## src/rtl/core/stid_pkg.sv

```systemverilog
`timescale 1ns / 1ps
`default_nettype none

package stid_pkg;

    // table geometry
    localparam int ENTRIES     = 16;
    localparam int SLOT_W      = (ENTRIES > 1) ? $clog2(ENTRIES) : 1;
    localparam int ID_W        = 48;
    localparam int CNT_W       = 8;
    localparam int ZONE_W      = 5;
    localparam int ZONE_IN_W   = 8;
    localparam int FIRST_ZONE  = 3;
    localparam logic [CNT_W-1:0] LIMIT_RESET = 8'd84;

    // command queue between front and back
    localparam int QUEUE_DEPTH = 2;
    localparam int QPTR_W      = (QUEUE_DEPTH > 1) ? $clog2(QUEUE_DEPTH) : 1;
    localparam int QCNT_W      = $clog2(QUEUE_DEPTH + 1);

    // input action codes
    localparam logic [2:0] ACT_LOOKUP = 3'd0;
    localparam logic [2:0] ACT_ADD    = 3'd1;
    localparam logic [2:0] ACT_DELETE = 3'd2;
    localparam logic [2:0] ACT_TICK   = 3'd3;
    localparam logic [2:0] ACT_REPORT = 3'd4;

    // internal operation codes
    localparam logic [2:0] OP_LOOKUP = 3'd0;
    localparam logic [2:0] OP_ADD    = 3'd1;
    localparam logic [2:0] OP_DELETE = 3'd2;
    localparam logic [2:0] OP_TICK   = 3'd3;
    localparam logic [2:0] OP_REPORT = 3'd4;
    localparam logic [2:0] OP_BAD    = 3'd5;

    // result kinds and status
    localparam logic [1:0] KIND_ANSWER = 2'd0;
    localparam logic [1:0] KIND_EVENT  = 2'd1;
    localparam logic [1:0] KIND_END    = 2'd2;
    localparam logic       STAT_OK     = 1'b0;
    localparam logic       STAT_FAIL   = 1'b1;

    typedef struct packed {
        logic [2:0]           action;
        logic [ID_W-1:0]      sensor_id;
        logic [ZONE_IN_W-1:0] zone_number;
    } in_item_t;

    typedef struct packed {
        logic [1:0]        result_kind;
        logic              status_code;
        logic [ZONE_W-1:0] zone_out;
        logic              last_result;
    } out_item_t;

    typedef struct packed {
        logic [2:0]        op;
        logic [ID_W-1:0]   sensor_id;
        logic              del_ok;
        logic [SLOT_W-1:0] del_slot;
    } cmd_t;

    function automatic logic [ZONE_W-1:0] zone_of(input logic [SLOT_W-1:0] slot);
        logic [SLOT_W+ZONE_W:0] sum;
        sum = (SLOT_W + ZONE_W + 1)'(slot) + (SLOT_W + ZONE_W + 1)'(FIRST_ZONE);
        return sum[ZONE_W-1:0];
    endfunction

endpackage

`default_nettype wire

```

## src/rtl/core/sensor_id_table_with_supervision.sv

```systemverilog
`timescale 1ns / 1ps
`default_nettype none

// Channel  | Handshake          | Beat payload
// ---------+--------------------+---------------------------------------------
// in       | in_valid/in_ready  | in_item_t: action, sensor_id, zone_number
// out      | out_valid/out_ready| out_item_t: result_kind, status_code,
//          |                    |   zone_out, last_result
// cfg      | cfg_we (no wait)   | cfg_wdata: supervision limit
//
// Walk: lookup and add walk the slots from slot 0 and stop at the first hit or
// the last slot; delete and unknown actions do not walk; tick and report visit
// every slot, one slot per cycle unless a result is stalled, then send an end beat.
// Reset: all slots empty, counts and overdue marks cleared, limit 84.
// Stalls: a two-entry command queue accepts beats until it is full while the
// back end walks or waits on a full result register; the walk pauses only on
// a slot that has a result to send while the result register is still held.
module sensor_id_table_with_supervision
    import stid_pkg::*;
(
    input  wire logic       clk,
    input  wire logic       rst_n,
    input  wire logic       in_valid,
    output logic            in_ready,
    input  wire in_item_t   in_data,
    output logic            out_valid,
    input  wire logic       out_ready,
    output out_item_t       out_data,
    input  wire logic       cfg_we,
    input  wire logic [7:0] cfg_wdata
);

    logic cmd_valid;
    logic cmd_pop;
    cmd_t cmd_head;

    // front: decode action, check the delete zone, queue the command
    stid_front u_front (
        .clk       (clk),
        .rst_n     (rst_n),
        .in_valid  (in_valid),
        .in_ready  (in_ready),
        .in_data   (in_data),
        .cmd_valid (cmd_valid),
        .cmd_head  (cmd_head),
        .cmd_pop   (cmd_pop)
    );

    // back: slot table, supervision counters, result register
    stid_back u_back (
        .clk       (clk),
        .rst_n     (rst_n),
        .cfg_we    (cfg_we),
        .cfg_wdata (cfg_wdata),
        .cmd_valid (cmd_valid),
        .cmd_head  (cmd_head),
        .cmd_pop   (cmd_pop),
        .out_valid (out_valid),
        .out_ready (out_ready),
        .out_data  (out_data)
    );

endmodule

`default_nettype wire

```

## src/rtl/core/stid_front.sv

```systemverilog
`timescale 1ns / 1ps
`default_nettype none

// Classifies incoming beats and holds them in a short command queue.
module stid_front
    import stid_pkg::*;
(
    input  wire logic     clk,
    input  wire logic     rst_n,
    input  wire logic     in_valid,
    output logic          in_ready,
    input  wire in_item_t in_data,
    output logic          cmd_valid,
    output cmd_t          cmd_head,
    input  wire logic     cmd_pop
);

    cmd_t                q_reg [QUEUE_DEPTH];
    logic [QPTR_W-1:0]   wr_ptr_reg, wr_ptr_next;
    logic [QPTR_W-1:0]   rd_ptr_reg, rd_ptr_next;
    logic [QCNT_W-1:0]   count_reg, count_next;
    cmd_t                cmd_new;
    logic [ZONE_IN_W:0]  zone_off;
    logic                push;

    // classify
    always_comb
    begin
        zone_off          = {1'b0, in_data.zone_number} - (ZONE_IN_W + 1)'(FIRST_ZONE);
        cmd_new.sensor_id = in_data.sensor_id;
        cmd_new.del_ok    = !zone_off[ZONE_IN_W] && (zone_off < (ZONE_IN_W + 1)'(ENTRIES));
        cmd_new.del_slot  = zone_off[SLOT_W-1:0];
        unique case (in_data.action)
            ACT_LOOKUP: cmd_new.op = OP_LOOKUP;
            ACT_ADD:    cmd_new.op = OP_ADD;
            ACT_DELETE: cmd_new.op = OP_DELETE;
            ACT_TICK:   cmd_new.op = OP_TICK;
            ACT_REPORT: cmd_new.op = OP_REPORT;
            default:    cmd_new.op = OP_BAD;
        endcase
    end

    assign in_ready  = (count_reg != QCNT_W'(QUEUE_DEPTH));
    assign cmd_valid = (count_reg != '0);
    assign cmd_head  = q_reg[rd_ptr_reg];
    assign push      = in_valid && in_ready;

    always_comb
    begin
        wr_ptr_next = wr_ptr_reg;
        rd_ptr_next = rd_ptr_reg;
        count_next  = count_reg;
        if (push)
        begin
            wr_ptr_next = (wr_ptr_reg == QPTR_W'(QUEUE_DEPTH - 1)) ? '0 : wr_ptr_reg + 1'b1;
        end
        if (cmd_pop)
        begin
            rd_ptr_next = (rd_ptr_reg == QPTR_W'(QUEUE_DEPTH - 1)) ? '0 : rd_ptr_reg + 1'b1;
        end
        if (push && !cmd_pop)
        begin
            count_next = count_reg + 1'b1;
        end
        else if (!push && cmd_pop)
        begin
            count_next = count_reg - 1'b1;
        end
    end

    always_ff @(posedge clk or negedge rst_n)
    begin
        if (!rst_n)
        begin
            wr_ptr_reg <= '0;
            rd_ptr_reg <= '0;
            count_reg  <= '0;
        end
        else
        begin
            wr_ptr_reg <= wr_ptr_next;
            rd_ptr_reg <= rd_ptr_next;
            count_reg  <= count_next;
        end
    end

    always_ff @(posedge clk)
    begin
        if (push)
        begin
            q_reg[wr_ptr_reg] <= cmd_new;
        end
    end

endmodule

`default_nettype wire

```

## src/rtl/core/stid_back.sv

```systemverilog
`timescale 1ns / 1ps
`default_nettype none

// Executes queued commands: walks the slot table one slot per cycle while no
// result is stalled on the held result register, and drives the result register.
module stid_back
    import stid_pkg::*;
(
    input  wire logic       clk,
    input  wire logic       rst_n,
    input  wire logic       cfg_we,
    input  wire logic [7:0] cfg_wdata,
    input  wire logic       cmd_valid,
    input  wire cmd_t       cmd_head,
    output logic            cmd_pop,
    output logic            out_valid,
    input  wire logic       out_ready,
    output out_item_t       out_data
);

    localparam logic [1:0] ST_IDLE = 2'd0;
    localparam logic [1:0] ST_RUN  = 2'd1;
    localparam logic [1:0] ST_END  = 2'd2;

    logic [1:0]        state_reg, state_next;
    logic [SLOT_W-1:0] slot_reg, slot_next;
    cmd_t              cmd_reg, cmd_next;
    logic [CNT_W-1:0]  limit_reg;

    logic [ID_W-1:0]   id_store_reg [ENTRIES];
    logic [ID_W-1:0]   id_store_next [ENTRIES];
    logic [CNT_W-1:0]  cnt_reg [ENTRIES];
    logic [CNT_W-1:0]  cnt_next [ENTRIES];
    logic [ENTRIES-1:0] od_reg, od_next;

    logic              out_valid_reg, out_valid_next;
    out_item_t         out_data_reg, out_data_next;

    logic [ID_W-1:0]   cur_id;
    logic [CNT_W-1:0]  cur_cnt;
    logic              cur_od;
    logic              used;
    logic              last_slot;
    logic              out_can;
    logic              below;
    logic [CNT_W:0]    cnt_inc;
    logic              ev;
    logic              emit;
    out_item_t         res;

    assign cur_id    = id_store_reg[slot_reg];
    assign cur_cnt   = cnt_reg[slot_reg];
    assign cur_od    = od_reg[slot_reg];
    assign used      = (cur_id[ID_W-1 -: 8] != 8'd0);
    assign last_slot = (slot_reg == SLOT_W'(ENTRIES - 1));
    assign out_can   = !out_valid_reg || out_ready;
    assign below     = (cur_cnt < limit_reg);
    assign cnt_inc   = {1'b0, cur_cnt} + 1'b1;

    always_comb
    begin
        state_next    = state_reg;
        slot_next     = slot_reg;
        cmd_next      = cmd_reg;
        id_store_next = id_store_reg;
        cnt_next      = cnt_reg;
        od_next       = od_reg;
        cmd_pop       = 1'b0;
        emit          = 1'b0;
        ev            = 1'b0;
        res           = '{result_kind: KIND_ANSWER, status_code: STAT_FAIL,
                          zone_out: '0, last_result: 1'b1};

        unique case (state_reg)
            ST_IDLE:
            begin
                if (cmd_valid)
                begin
                    cmd_pop    = 1'b1;
                    cmd_next   = cmd_head;
                    slot_next  = '0;
                    state_next = ST_RUN;
                end
            end
            ST_RUN:
            begin
                unique case (cmd_reg.op) inside
                    OP_LOOKUP:
                    begin
                        if (cur_id == cmd_reg.sensor_id || last_slot)
                        begin
                            if (out_can)
                            begin
                                emit = 1'b1;
                                if (cur_id == cmd_reg.sensor_id)
                                begin
                                    res.status_code = STAT_OK;
                                    res.zone_out    = zone_of(slot_reg);
                                end
                                state_next = ST_IDLE;
                            end
                        end
                        else
                        begin
                            slot_next = slot_reg + 1'b1;
                        end
                    end
                    OP_ADD:
                    begin
                        if (!used || last_slot)
                        begin
                            if (out_can)
                            begin
                                emit = 1'b1;
                                if (!used)
                                begin
                                    id_store_next[slot_reg] = cmd_reg.sensor_id;
                                    cnt_next[slot_reg]      = '0;
                                    od_next[slot_reg]       = 1'b0;
                                    res.status_code         = STAT_OK;
                                    res.zone_out            = zone_of(slot_reg);
                                end
                                state_next = ST_IDLE;
                            end
                        end
                        else
                        begin
                            slot_next = slot_reg + 1'b1;
                        end
                    end
                    OP_DELETE:
                    begin
                        if (out_can)
                        begin
                            emit = 1'b1;
                            if (cmd_reg.del_ok)
                            begin
                                id_store_next[cmd_reg.del_slot] = '0;
                                cnt_next[cmd_reg.del_slot]      = '0;
                                od_next[cmd_reg.del_slot]       = 1'b0;
                                res.status_code                 = STAT_OK;
                                res.zone_out                    = zone_of(cmd_reg.del_slot);
                            end
                            state_next = ST_IDLE;
                        end
                    end
                    OP_TICK, OP_REPORT:
                    begin
                        // tick: overdue slots repeat the event; other used slots count up while below the limit
                        if (cmd_reg.op == OP_TICK)
                        begin
                            ev = used && (cur_od || (below && cnt_inc >= {1'b0, limit_reg}));
                        end
                        else
                        begin
                            ev = used && cur_od;
                        end
                        if (!ev || out_can)
                        begin
                            if (cmd_reg.op == OP_TICK && used && !cur_od && below)
                            begin
                                cnt_next[slot_reg] = cnt_inc[CNT_W-1:0];
                                if (cnt_inc >= {1'b0, limit_reg})
                                begin
                                    od_next[slot_reg] = 1'b1;
                                end
                            end
                            emit            = ev;
                            res.result_kind = KIND_EVENT;
                            res.status_code = STAT_OK;
                            res.zone_out    = zone_of(slot_reg);
                            res.last_result = 1'b0;
                            if (last_slot)
                            begin
                                state_next = ST_END;
                            end
                            else
                            begin
                                slot_next = slot_reg + 1'b1;
                            end
                        end
                    end
                    default:
                    begin
                        if (out_can)
                        begin
                            emit       = 1'b1;
                            state_next = ST_IDLE;
                        end
                    end
                endcase
            end
            ST_END:
            begin
                if (out_can)
                begin
                    emit            = 1'b1;
                    res.result_kind = KIND_END;
                    res.status_code = STAT_OK;
                    state_next      = ST_IDLE;
                end
            end
            default:
            begin
                state_next = ST_IDLE;
            end
        endcase
    end

    // result register
    always_comb
    begin
        out_valid_next = out_valid_reg;
        out_data_next  = out_data_reg;
        if (emit)
        begin
            out_valid_next = 1'b1;
            out_data_next  = res;
        end
        else if (out_ready)
        begin
            out_valid_next = 1'b0;
        end
    end

    assign out_valid = out_valid_reg;
    assign out_data  = out_data_reg;

    always_ff @(posedge clk or negedge rst_n)
    begin
        if (!rst_n)
        begin
            state_reg     <= ST_IDLE;
            slot_reg      <= '0;
            out_valid_reg <= 1'b0;
            limit_reg     <= LIMIT_RESET;
            od_reg        <= '0;
            for (int i = 0; i < ENTRIES; i++)
            begin
                id_store_reg[i] <= '0;
                cnt_reg[i]      <= '0;
            end
        end
        else
        begin
            state_reg     <= state_next;
            slot_reg      <= slot_next;
            out_valid_reg <= out_valid_next;
            od_reg        <= od_next;
            id_store_reg  <= id_store_next;
            cnt_reg       <= cnt_next;
            if (cfg_we)
            begin
                limit_reg <= cfg_wdata;
            end
        end
    end

    always_ff @(posedge clk)
    begin
        cmd_reg      <= cmd_next;
        out_data_reg <= out_data_next;
    end

endmodule

`default_nettype wire

```

## config.mk

```make
export PLATFORM = sky130hd
export DESIGN_NAME = sensor_id_table_with_supervision
export DESIGN_NICKNAME = d
export VERILOG_FILES = /design/src/rtl/core/stid_pkg.sv /design/src/rtl/core/sensor_id_table_with_supervision.sv /design/src/rtl/core/stid_front.sv /design/src/rtl/core/stid_back.sv
export SDC_FILE = /design/constraint.sdc
export NUM_CORES = 2
export LEC_CHECK = 0
export ABC_CLOCK_PERIOD_IN_PS = 5500
export BUFFER_PORTS_ARGS = -buffer_cell sky130_fd_sc_hd__buf_2
export CORE_ASPECT_RATIO = 1.25
export CORE_MARGIN = 3
export CORE_UTILIZATION = 35
export DETAILED_ROUTE_END_ITERATION = 8
export PLACE_DENSITY_LB_ADDON = 0.1
export SYNTH_ARGS = -nofsm -noshare
export SYNTH_HDL_FRONTEND = slang
export SYNTH_SLANG_ARGS = --single-unit
```

## constraint.sdc

```tcl
create_clock -name clk -period 5.5 [get_ports clk]
set_input_delay 1.1 -clock clk [delete_from_list [all_inputs] [get_ports clk]]
set_output_delay 1.1 -clock clk [all_outputs]
set_load 0.01 [all_outputs]
```

==> run metrics <==
status finished clean; Seq pwr share 0.390; worst-case clock skew 0.0400 ns; die area 0.144 mm²; cts hold-fix bufs 0; Cells after Synth 4130; DP Area 0.0523 mm²; Area Growth Syn to Fin 15.5%; CTS sink cnt 1108; boundary pin count 83; Clk network pwr share 0.298; power per cell area 508 mW/mm²; core area 0.138 mm²; Worst Path Arrival 5.69 ns; pre-CTS setup slack -0.238 ns; Worst-Skew Late Latency 0.77 ns; Multi-input gate area 0.0189 mm²; #FFs+latches synth 1108; Worst-path clk slew 0.06 ns; max-slew violations 0; Port Buffers 82; Rows 152; Sw Pwr 10.4 mW; syn_area_per_cell 11.8 µm²; first-pass GRT wire length 266000 µm; RSZ-0062 raised after global routing no; GR Overflow Total 0; WP data required 5.95 ns; initial core utilization 0.354; Final period util 0.954; ranking of synthesized cells by area dfrtp_1 47%, edfxtp_1 11%, mux4_2 9.2%; Worst setup EP type register; Lkg Pwr 24.1 nW; Post-Layout Cell Count 6128; Peak VDD IR 0.000267 V; Slew @ Worst Pin 1.14 ns; Worst path slowest cell dfrtp_4; Largest register FFs 768; drt wl/cell 29.6 µm; residual DRC count 0; Comb power frac 0.312; area leader, netlist dfrtp_1; Most common cell on crit path buf_4; post-layout minimum cycle time 5.25 ns; Seq/Total Area, Yosys 0.585; max incr delay on CP 0.64 ns; Post-synth top flop dfrtp_1; final net count 4273; clk buf depth 3; final core utilization 0.409; RD Place Congestion 0.821; drt pass-1 iters 5; Rel. slew slack 0.239; register area 0.0286 mm²; most frequent cells in the layout 923 x dfrtp_1, 835 x nand2_1, 753 x o21ai_0, 210 x a22o_1, 200 x mux4_2; largest net degree at the start of global routing 119; Hold Crit Class in2async; Final setup viols 0; number of flops mapped to enable cells by yosys 177; sw frac 0.363; H-tree depth 3; Die W 340 µm; initial DRC count 3292; DPL Wire Length 107000 µm; synth unique cells 77; via density per instance 5.69; layout cell share with drive strength beyond 1 0.188; Root Buffer clkbuf_16; die height 424 µm; crit-path cells buf_12, buf_12, buf_12, mux4_2, mux2i_1, mux2i_1, xnor2_2, nand4_1, buf_4, a2111oi_0, buf_4, nand4_1, buf_4, or2_4, o21ai_1, nor3_1, nor4_2, buf_4; f_max 191 MHz; vias in the first global route 35700; Antenna Nets Post-Route 0; Power Total 28.7 mW; Critical Path Start Type register; most common cell after layout, fill and taps aside dfrtp_1; Mapped Area 0.0489 mm²; Total GRT Usage 0.252; CTS Buf Count 118; final wirelength 182000 µm; final worst slack 0.253 ns; CTS tree done; crit path kind reg2reg; Synth async-reset ratio 0.840; syn nets 4233; Pint 18.3 mW; FILL cells 13300; Final Hold Fails 0; final instance area 0.0565 mm²; Critical Path Fanout Max 24; share of the synthesized area in the top cell type 0.475; placed insts 5897; Ys Warns 0; maxcap violations 0; vias after detailed routing 34800; antenna violations before repair 9
-- worst paths after layout --
check / slack [ns] / start / cells past startpoint / endpoint
setup / recovery: 0.25 / u_back.slot_reg[0]$_DFFE_PN0P_ / 18 / u_back.out_data[3]$_SDFFCE_PP0P_
setup reg to reg: 0.25 / u_back.slot_reg[0]$_DFFE_PN0P_ / 18 / u_back.out_data[3]$_SDFFCE_PP0P_
max in group asynchronous: 3.73 / rst_n / 2 / u_back.id_store_reg[513]$_DFFE_PN0P_
hold reg to reg: 0.47 / u_back.id_store_reg[664]$_DFFE_PN0P_ / 2 / u_back.id_store_reg[664]$_DFFE_PN0P_
hold / removal: 0.41 / rst_n / 1 / u_back.id_store_reg[447]$_DFFE_PN0P_
min in group clk: 0.47 / u_back.id_store_reg[664]$_DFFE_PN0P_ / 2 / u_back.id_store_reg[664]$_DFFE_PN0P_
-- metal layers --
metal,vias up,part of all wire,track usage
li1,14900,-,-
met1,18500,0.44,0.348
met2,1155,0.48,0.411
met3,258,0.056,0.0347
met4,2,0.032,0.0829
met5,-,0.000072,0
-- metrics by stage --
stage                     hold slack [ns]  TNS (ns)
after global placement              0.455     -2.50
final                               0.408         0
after detailed placement            0.465     -2.74
after CTS                           0.415         0
after global routing                0.472         0
after floorplan                     0.442         0
-- power by group through the flow --
stage	registers (mW)	clock network, mW	logic [mW]
after floorplan	10.6	0	5.56
after global placement	11.3	0	8.93
after detailed placement	11.3	0	8.95
after CTS	11.2	8.75	8.99
after global routing	11.3	9.07	9.59
final	11.2	8.56	8.96
-- area by class of cell --
| cell class | count | share of cell area |
|---|---|---|
| Sequential cell | 1108 | 0.507 |
| Multi-Input combinational cell | 2656 | 0.335 |
| Clock buffer | 170 | 0.0617 |
| Timing Repair Buffer | 262 | 0.0416 |
| Tap cell | 1848 | 0.0410 |
| Clock inverter | 56 | 0.0119 |
| Inverter | 24 | 0.00162 |
| Antenna cell | 4 | 0.000177 |
-- logic make-up after synthesis --
family          count (synthesis)  share of synthesized area
compound gates               1111                      0.138
flops                        1108                      0.585
mux                           390                      0.136
fa+ha+maj                      31                    0.00793
simple gates                 1053                     0.0871
xor+xnor                       71                     0.0127
buf+inv                       366                     0.0334
-- worst max-delay path, delay by kind of cell, from the launching register on --
kind | cells | cell delay, ns
AOI/OAI and AO/OA | 2 | 0.56
muxes | 3 | 0.86
buffers and inverters | 7 | 1.50
xor gates and xnor gates | 1 | 0.43
and+or+nand+nor | 5 | 0.91
DFF | 1 | 0.64
-- cells in the mapped netlist (31+ instances only) --
master and n:
mux2i_1 110, xnor2_1 33, edfxtp_1 177, o21ai_0 753
nor2_1 51, clkbuf_1 266, mux2_2 71, dfrtp_1 928
nand3_1 37, nand2_1 865, ha_1 31, xor2_1 38
mux4_2 200, buf_2 43, a22o_1 210
-- repair_timing --
item,CTS,global route
setup endpoints to repair,18,33
gates resized for setup,1,0
buffers inserted,0,1
(Power assumes the default switching activity.)
